$ cat config.mk
export PLATFORM = sky130hd
export DESIGN_NAME = gou_ctrl
export DESIGN_NICKNAME = d
export VERILOG_FILES = /design/src/rtl/gou_pkg.sv /design/src/rtl/gou_ctrl.sv
export SDC_FILE = /design/constraint.sdc
export NUM_CORES = 1
export LEC_CHECK = 0
export ABC_AREA = 1
export BUFFER_PORTS_ARGS = -buffer_cell sky130_fd_sc_hd__buf_2
export CELL_PAD_IN_SITES_DETAIL_PLACEMENT = 1
export CELL_PAD_IN_SITES_GLOBAL_PLACEMENT = 1
export CORE_ASPECT_RATIO = 1.25
export CORE_MARGIN = 1
export CORE_UTILIZATION = 40
export CTS_BUF_LIST = sky130_fd_sc_hd__clkbuf_2
export CTS_CLUSTER_DIAMETER = 30
export DETAILED_ROUTE_END_ITERATION = 10
export MAX_ROUTING_LAYER = met4
export PLACE_DENSITY = 0.89
export SYNTH_ARGS = -nofsm -noshare
export SYNTH_HDL_FRONTEND = slang
export SYNTH_SLANG_ARGS = --single-unit
$ cat constraint.sdc
create_clock -name clock -period 3.2 [get_ports clock]
set_input_delay 0.48 -clock clock [delete_from_list [all_inputs] [get_ports clock]]
set_output_delay 0.48 -clock clock [all_outputs]
set_load 0.05 [all_outputs]
$ cat src/rtl/gou_pkg.sv
// Shared types, constants and helpers for the gradient optimizer update block.
// No dependencies; imported by every module of the block.
`timescale 1ns / 1ps
package gou_pkg;

   localparam int REG_BITS  = 24;
   localparam int DIV_STEPS = 32;

   localparam logic [24:0] REG_ONE  = 25'h1000000;
   localparam logic [23:0] LR_LIMIT = 24'd1677721;

   localparam logic [23:0] LR_RESET  = 24'd167772;
   localparam logic [23:0] B1_RESET  = 24'd15099494;
   localparam logic [23:0] B2_RESET  = 24'd16760439;
   localparam logic [23:0] EPS_RESET = 24'd1;

   localparam logic [2:0] MODE_SGD      = 3'd0;
   localparam logic [2:0] MODE_MOMENTUM = 3'd1;
   localparam logic [2:0] MODE_ADAGRAD  = 3'd2;
   localparam logic [2:0] MODE_RMSPROP  = 3'd3;
   localparam logic [2:0] MODE_ADAM     = 3'd4;

   localparam logic [2:0] CSR_MODE = 3'd0;
   localparam logic [2:0] CSR_LR   = 3'd1;
   localparam logic [2:0] CSR_B1   = 3'd2;
   localparam logic [2:0] CSR_B2   = 3'd3;
   localparam logic [2:0] CSR_EPS  = 3'd4;

   localparam logic [1:0] STAT_OK     = 2'd0;
   localparam logic [1:0] STAT_LR_BAD = 2'd1;
   localparam logic [1:0] STAT_SAT    = 2'd2;

   localparam logic signed [31:0] DATA_MAX = 32'sh7FFFFFFF;
   localparam logic signed [31:0] DATA_MIN = 32'sh80000000;

   typedef struct packed {
      logic signed [31:0] weight_in;
      logic signed [31:0] gradient;
      logic [9:0]         slot;
      logic               is_bias;
      logic               begins_call;
   } req_type;

   typedef struct packed {
      logic signed [31:0] weight_out;
      logic [1:0]         status;
   } rsp_type;

   typedef enum logic [5:0] {
      ST_CLEAR, ST_IDLE, ST_FETCH, ST_PASS, ST_MUL_GLR, ST_MUL_P1, ST_POW1, ST_MUL_P2,
      ST_POW2, ST_MUL_GG, ST_GSQ, ST_VADD, ST_MUL_MB1, ST_MUL_GB1, ST_DEC_M, ST_MUL_MLR,
      ST_MUL_VB2, ST_MUL_TB2, ST_DEC_V, ST_DIV_M, ST_DM_RUN, ST_DM_END, ST_SET_N,
      ST_DIV_V, ST_DV_RUN, ST_DV_END, ST_SQRT_V, ST_SQRT_Q, ST_SQ_RUN, ST_DIV_R,
      ST_DR_RUN, ST_DR_END, ST_MUL_QLR, ST_RES, ST_DONE
   } ctrl_state_type;

   typedef enum logic [5:0] {
      OP_NONE, OP_CLEAR, OP_LOAD, OP_FETCH, OP_MUL_GLR, OP_MUL_MB1, OP_MUL_GB1,
      OP_MUL_MLR, OP_MUL_QLR, OP_MUL_GG, OP_MUL_VB2, OP_MUL_TB2, OP_MUL_P1, OP_MUL_P2,
      OP_POW1, OP_POW2, OP_GSQ, OP_VADD, OP_DEC_M, OP_DEC_V, OP_DIV_M, OP_DIV_V,
      OP_DIV_R, OP_DIV_STEP, OP_DIV_END, OP_SET_N, OP_SQRT_V, OP_SQRT_Q, OP_SQRT_STEP,
      OP_RES, OP_PASS, OP_STORE, OP_EMIT
   } dp_op_type;

   typedef struct packed {
      logic lr_bad;
      logic starts;
      logic clear_done;
      logic div_done;
      logic sqrt_done;
      logic out_free;
   } dp_stat_type;

   // {saturated flag, clamped value}
   function automatic logic [32:0] sat32(input logic signed [71:0] x);
      if (x > 72'sd2147483647) begin
         return {1'b1, DATA_MAX};
      end else if (x < -72'sd2147483648) begin
         return {1'b1, DATA_MIN};
      end
      return {1'b0, x[31:0]};
   endfunction

endpackage

$ cat src/rtl/gou_ctrl.sv
// Sequencer for the optimizer update: walks each item through the datapath ops.
// Depends on gou_pkg.
`timescale 1ns / 1ps
module gou_ctrl import gou_pkg::*; (
   input  logic        clock,
   input  logic        reset,
   input  logic [2:0]  mode,
   input  dp_stat_type stat,
   input  logic        req_valid,
   output logic        req_ready,
   output dp_op_type   op
);

   ctrl_state_type state_ff, state_in;
   logic           write_back;

   assign write_back = !stat.lr_bad && (mode <= MODE_ADAM);

   always_ff @(posedge clock) begin
      if (reset) begin
         state_ff <= ST_CLEAR;
      end else begin
         state_ff <= state_in;
      end
   end

   always_comb begin
      state_in = state_ff;
      unique case (state_ff)
         ST_CLEAR:   if (stat.clear_done) state_in = ST_IDLE;
         ST_IDLE:    if (req_valid) state_in = ST_FETCH;
         ST_FETCH: begin
            if (stat.lr_bad || mode > MODE_ADAM) begin
               state_in = ST_PASS;
            end else if (mode == MODE_SGD) begin
               state_in = ST_MUL_GLR;
            end else if (mode == MODE_MOMENTUM) begin
               state_in = ST_MUL_MB1;
            end else if (mode == MODE_ADAM && stat.starts) begin
               state_in = ST_MUL_P1;
            end else begin
               state_in = ST_MUL_GG;
            end
         end
         ST_PASS:    state_in = ST_DONE;
         ST_MUL_GLR: state_in = ST_RES;
         ST_MUL_P1:  state_in = ST_POW1;
         ST_POW1:    state_in = ST_MUL_P2;
         ST_MUL_P2:  state_in = ST_POW2;
         ST_POW2:    state_in = ST_MUL_GG;
         ST_MUL_GG:  state_in = ST_GSQ;
         ST_GSQ: begin
            if (mode == MODE_ADAGRAD) begin
               state_in = ST_VADD;
            end else if (mode == MODE_RMSPROP) begin
               state_in = ST_MUL_VB2;
            end else begin
               state_in = ST_MUL_MB1;
            end
         end
         ST_VADD:    state_in = ST_SQRT_V;
         ST_MUL_MB1: state_in = ST_MUL_GB1;
         ST_MUL_GB1: state_in = ST_DEC_M;
         ST_DEC_M:   state_in = (mode == MODE_MOMENTUM) ? ST_MUL_MLR : ST_MUL_VB2;
         ST_MUL_MLR: state_in = ST_RES;
         ST_MUL_VB2: state_in = ST_MUL_TB2;
         ST_MUL_TB2: state_in = ST_DEC_V;
         ST_DEC_V:   state_in = (mode == MODE_ADAM) ? ST_DIV_M : ST_SQRT_V;
         ST_DIV_M:   state_in = ST_DM_RUN;
         ST_DM_RUN:  if (stat.div_done) state_in = ST_DM_END;
         ST_DM_END:  state_in = ST_SET_N;
         ST_SET_N:   state_in = ST_DIV_V;
         ST_DIV_V:   state_in = ST_DV_RUN;
         ST_DV_RUN:  if (stat.div_done) state_in = ST_DV_END;
         ST_DV_END:  state_in = ST_SQRT_Q;
         ST_SQRT_V:  state_in = ST_SQ_RUN;
         ST_SQRT_Q:  state_in = ST_SQ_RUN;
         ST_SQ_RUN:  if (stat.sqrt_done) state_in = ST_DIV_R;
         ST_DIV_R:   state_in = ST_DR_RUN;
         ST_DR_RUN:  if (stat.div_done) state_in = ST_DR_END;
         ST_DR_END:  state_in = ST_MUL_QLR;
         ST_MUL_QLR: state_in = ST_RES;
         ST_RES:     state_in = ST_DONE;
         ST_DONE:    if (stat.out_free) state_in = ST_IDLE;
         default:    state_in = ST_CLEAR;
      endcase
   end

   always_comb begin
      req_ready = 1'b0;
      op        = OP_NONE;
      unique case (state_ff)
         ST_CLEAR:   op = OP_CLEAR;
         ST_IDLE: begin
            req_ready = 1'b1;
            op        = req_valid ? OP_LOAD : OP_NONE;
         end
         ST_FETCH:   op = OP_FETCH;
         ST_PASS:    op = OP_PASS;
         ST_MUL_GLR: op = OP_MUL_GLR;
         ST_MUL_P1:  op = OP_MUL_P1;
         ST_POW1:    op = OP_POW1;
         ST_MUL_P2:  op = OP_MUL_P2;
         ST_POW2:    op = OP_POW2;
         ST_MUL_GG:  op = OP_MUL_GG;
         ST_GSQ:     op = OP_GSQ;
         ST_VADD:    op = OP_VADD;
         ST_MUL_MB1: op = OP_MUL_MB1;
         ST_MUL_GB1: op = OP_MUL_GB1;
         ST_DEC_M:   op = OP_DEC_M;
         ST_MUL_MLR: op = OP_MUL_MLR;
         ST_MUL_VB2: op = OP_MUL_VB2;
         ST_MUL_TB2: op = OP_MUL_TB2;
         ST_DEC_V:   op = OP_DEC_V;
         ST_DIV_M:   op = OP_DIV_M;
         ST_DIV_V:   op = OP_DIV_V;
         ST_DIV_R:   op = OP_DIV_R;
         ST_DM_RUN, ST_DV_RUN, ST_DR_RUN: op = OP_DIV_STEP;
         ST_DM_END, ST_DV_END, ST_DR_END: op = OP_DIV_END;
         ST_SET_N:   op = OP_SET_N;
         ST_SQRT_V:  op = OP_SQRT_V;
         ST_SQRT_Q:  op = OP_SQRT_Q;
         ST_SQ_RUN:  op = OP_SQRT_STEP;
         ST_MUL_QLR: op = OP_MUL_QLR;
         ST_RES:     op = OP_RES;
         ST_DONE: begin
            if (stat.out_free) op = write_back ? OP_STORE : OP_EMIT;
         end
         default:    op = OP_NONE;
      endcase
   end

endmodule

== Yosys cells after proc, flatten, opt, wreduce, memory -nomap -nowiden ==
Index checks and enable logic that the tools add are counted.

* Reduce and logical (&&, ||, !) cells: 12
* $lt $le $gt $ge: 2
* Equality and inequality tests: 45
* Multiplexer cells: 21

{| class="wikitable"
|+ Operator list
! operator !! count
|-
| $pmux 6 s31 || 2
|-
| $eq 6x5->1 const B || 16
|-
| $mux 6 || 9
|-
| $eq 6x4->1 const B || 8
|-
| $eq 6x3->1 const B || 4
|-
| $mux 4 || 5
|-
| $eq 6x6->1 const B || 3
|-
| $mux 5 || 3
|-
| $ne 2x2->1 const B || 7
|-
| $eq 6x2->1 const B || 2
|-
| $reduce_or 3->1 || 3
|-
| $reduce_and 7->1 || 1
|-
| $eq 3x2->1 const B || 2
|-
| $eq 6x1->1 const B || 1
|-
| $logic_not 6->1 || 1
|-
| $reduce_or 2->1 || 2
|-
| $eq 3x1->1 const B || 1
|-
| $eq 3x3->1 const B || 1
|-
| $gt 3x3->1 const B || 1
|-
| $le 3x3->1 const B || 1
|-
| $logic_not 3->1 || 1
|-
| $logic_and 1x1->1 || 2
|-
| $mux 2 || 1
|-
| $logic_not 1->1 || 1
|-
| other kinds (2) || 2
|}

* Logic and storage cells: 81
* Output and inout port bits: 7
* Register bits after elaboration: 6
* Bits of input ports: 12

== Depth between registers and ports, before layout ==
* Word-level depth: 7
* Gate-level depth with buffers: 12

== Worst setup path before layout ==
No wires, ideal clock.

* Path kind: reg-to-output
* From: register state_ff[1]
* To: output op[5]
* Buffers on the path: 1
* Required time: 2.720 ns
* Arrival: 1.865 ns
* Path slack: 0.855 ns
* Stages on the path, launching flop included: 6
* Cells stage by stage: dfxtp_1 -> buf_4 -> inv_1 -> nor2_4 -> nand3_1 -> nor3_1

* Cells in the longest elaborated chain, start to end: 3

{| class="wikitable"
|+ RTL lines
! item !! RTL line !! text
|-
| start: declaration || gou_ctrl.sv:14 || <nowiki>ctrl_state_type state_ff, state_in;</nowiki>
|-
| start signal: assignment || gou_ctrl.sv:23 || <nowiki>state_ff <= state_in;</nowiki>
|-
| $eq 6x5->1 || gou_ctrl.sv:92 || <nowiki>unique case (state_ff)</nowiki>
|-
| $reduce_or 3->1 || gou_ctrl.sv:92 ||
|-
| $pmux 6 s31 (*) || gou_ctrl.sv:92 ||
|-
| end: declaration || gou_ctrl.sv:11 || <nowiki>output dp_op_type op</nowiki>
|}

Every way passes the cells marked *; elsewhere a longest branch is shown, timed or not.

== Final worst setup path ==
* From: register state_ff[0]
* To: output op[4]

Same word-level chain as after synthesis.

==> results.json <==
{
  "hpwl_um": 3899,
  "wl_per_cell_um": 16.49,
  "endpoint_kind": "output pin",
  "synth_mux_area_share_pct": 0,
  "drt-total-wl_um": 4617,
  "post_cts_buffers": 0,
  "async_flop_share_pct": 0,
  "synth_fa_ha_area_share_pct": 0,
  "finalSetupTns_ns": 0,
  "drive_gt1_share_pct": 14.63,
  "grt_pass1_wl_um": 7093,
  "synth_top_family_by_area": "simple AND/OR/NAND/NOR gates",
  "grt_max_degree": 13,
  "setup_violations": 0,
  "power.total_mw": 0.7761,
  "synth-seq-cells": 6,
  "worst-path-max-fanout": 7,
  "skew_ns": 0.003400,
  "holdBufCountCts": 0,
  "syn_area_um2": 1137,
  "yosys_warnings": 0,
  "critPathArrivalTime_ns": 2.14,
  "die_w_um": 49.70,
  "rsz0062_at_grt": "false",
  "fp.dieH_um": 61.62,
  "outcome": "complete, no violations",
  "ff2ff_setup_slack_ns": 1.36,
  "startpoint_type": "flop",
  "maxCapViolations": 0,
  "period_minus_slack_ns": 2.623,
  "initial_core_util_pct": 42.44,
  "path_clk_slew_ns": 0.06,
  "synth-xor-area-share_pct": 0,
  "critPathKind": "reg2out",
  "required_ns": 2.72,
  "largest_register_ffs": 6,
  "synthTopCellsByCount": "54 x nand2_1, 44 x nor2_1, 40 x nand3_1, 31 x inv_1",
  "top_register": "state_ff",
  "regArea_um2": 120.1,
  "antenna_found_initial": 0,
  "dr.pass1.iters": 5,
  "diodes": 0,
  "syn2layout_area_growth_pct": 11.00,
  "avgSynthCellArea_um2": 4.988,
  "clock-sinks": 6,
  "hold_class": "in2reg",
  "period_share_pct": 81.97,
  "seq_area_frac_synth_pct": 10.56,
  "drv_slew": 0,
  "grt_overflow": 0,
  "htree_levels": 1,
  "portBuffers": 18,
  "cts_tree": "built",
  "synth_edf_count": 0,
  "synth_flop_cell": "dfxtp_1",
  "timing.slew.headroom_pct": 68.25,
  "synth.net_count": 240,
  "fmax_mhz": 381.2,
  "yosysMostFrequentCell": "nand2_1",
  "viasPerCell": 5.750,
  "final-hold-violation-count": 0,
  "fillCellCount": 445,
  "multi_input_area_um2": 863.3,
  "grt_use_total_pct": 32.74,
  "synthCells": 228,
  "place_congestion": 0.9766,
  "clk_path_buf_depth": 2,
  "synth_area_leader_cell": "nand2_1",
  "final_nets": 260,
  "grt_pass1_vias": 1495,
  "powerDensity_nw_per_um2": 614.7,
  "synth_top_area_share_pct": 17.82,
  "numCtsBuffers": 3,
  "vias": 1610,
  "drc": 0,
  "clk_latency_ns": 0.23,
  "worst_slew_pin_slew_ns": 0.4758,
  "top_regs": "state_ff: 6 flops",
  "p_leak_nw": 0.7936,
  "dieArea_um2": 3062,
  "irDropWorstVdd_mv": 0.4085,
  "cts-root-buf": "clkbuf_2",
  "synth.area.top_cells": "nand2_1 18%, nand3_1 18%, nor2_1 15%, dfxtp_1 11%, inv_1 10%",
  "io-pin-count": 19,
  "final_antenna_net_count": 0,
  "rows": 21,
  "post_cts_resized": 0,
  "core_um2": 2680,
  "synth-compound-area-share_pct": 8.471,
  "final_core_util_pct": 47.11,
  "synth_simple_gate_area_share_pct": 67.44,
  "synth.distinct_cells": 17,
  "first_iter_violations": 64
}
## area by class of cell
cell class	instances	share of cell area, %
clock buffers	3	1.189
inverters	33	9.812
repair buffers	19	7.730
multi-input cells	185	68.38
flip-flops and latches	6	9.514
well taps	34	3.370
## per-layer routing
| metal | vias to the layer above | GRT usage [%] | share of wire, % |
|---|---|---|---|
| li1 | 779 | - | - |
| met3 | 13 | 4.444 | 7.4 |
| met2 | 87 | 61.20 | 51 |
| met1 | 731 | 36.01 | 39 |
| met4 | 0 | 10.20 | 2.8 |
| met5 | - | - | 0 |
## cells in the final DEF, fill, tap and decap left out, drive strengths merged
cell type	instances
a211oi	2
a21oi	6
a31oi	1
buf	19
clkbuf	3
dfxtp	6
inv	33
nand2	56
nand3	40
nand3b	1
nand4	9
nor2	54
nor3	7
o21ai	9
## worst max-delay path: stages (launching register included)
cell and delay [ns]:
dfxtp_1 0.53, inv_1 0.14, nor2_2 0.31, nand2_1 0.17
nor2_1 0.12, inv_1 0.06, nand2_1 0.12, nor3_1 0.10
nand4_1 0.08, buf_2 0.27
## report_power, final
group,switching [mW],internal [mW]
combinational,0.449,0.146
clock,0.0295,0.0254
sequential,0.0358,0.0901
## final timing paths
kind                             from                        to  cells past startpoint
min                             reset  state_ff[1]$_SDFFE_PP0P_                      2
max reg2reg  state_ff[1]$_SDFFE_PP0P_  state_ff[1]$_SDFFE_PP0P_                     10
max          state_ff[0]$_SDFFE_PP0P_                     op[4]                      9
min reg2reg  state_ff[1]$_SDFFE_PP0P_  state_ff[1]$_SDFFE_PP0P_                      2
## cell families (layout without fill, tap and decap cells)
family,after synthesis,after routing
AO/OA/AOI/OAI,18,18
buffers and inverters,37,55
flip-flops,6,6
AND/OR/NAND/NOR,167,167
## metrics by stage
| step | hold WS, ns | instances | worst slack (ns) | cell area [µm²] |
|---|---|---|---|---|
| after floorplan | 0.5491 | 228 | 0.8549 | 1137 |
| after global placement | 0.6237 | 277 | 0.9497 | 1247 |
| after detailed placement | 0.6279 | 277 | 0.8781 | 1247 |
| after CTS | 0.4657 | 280 | 0.6163 | 1262 |
| after global routing | 0.4773 | 280 | 0.4552 | 1262 |
| final | 0.4611 | 280 | 0.5769 | 1262 |
No activity file was read; power rests on OpenSTA's default activity.
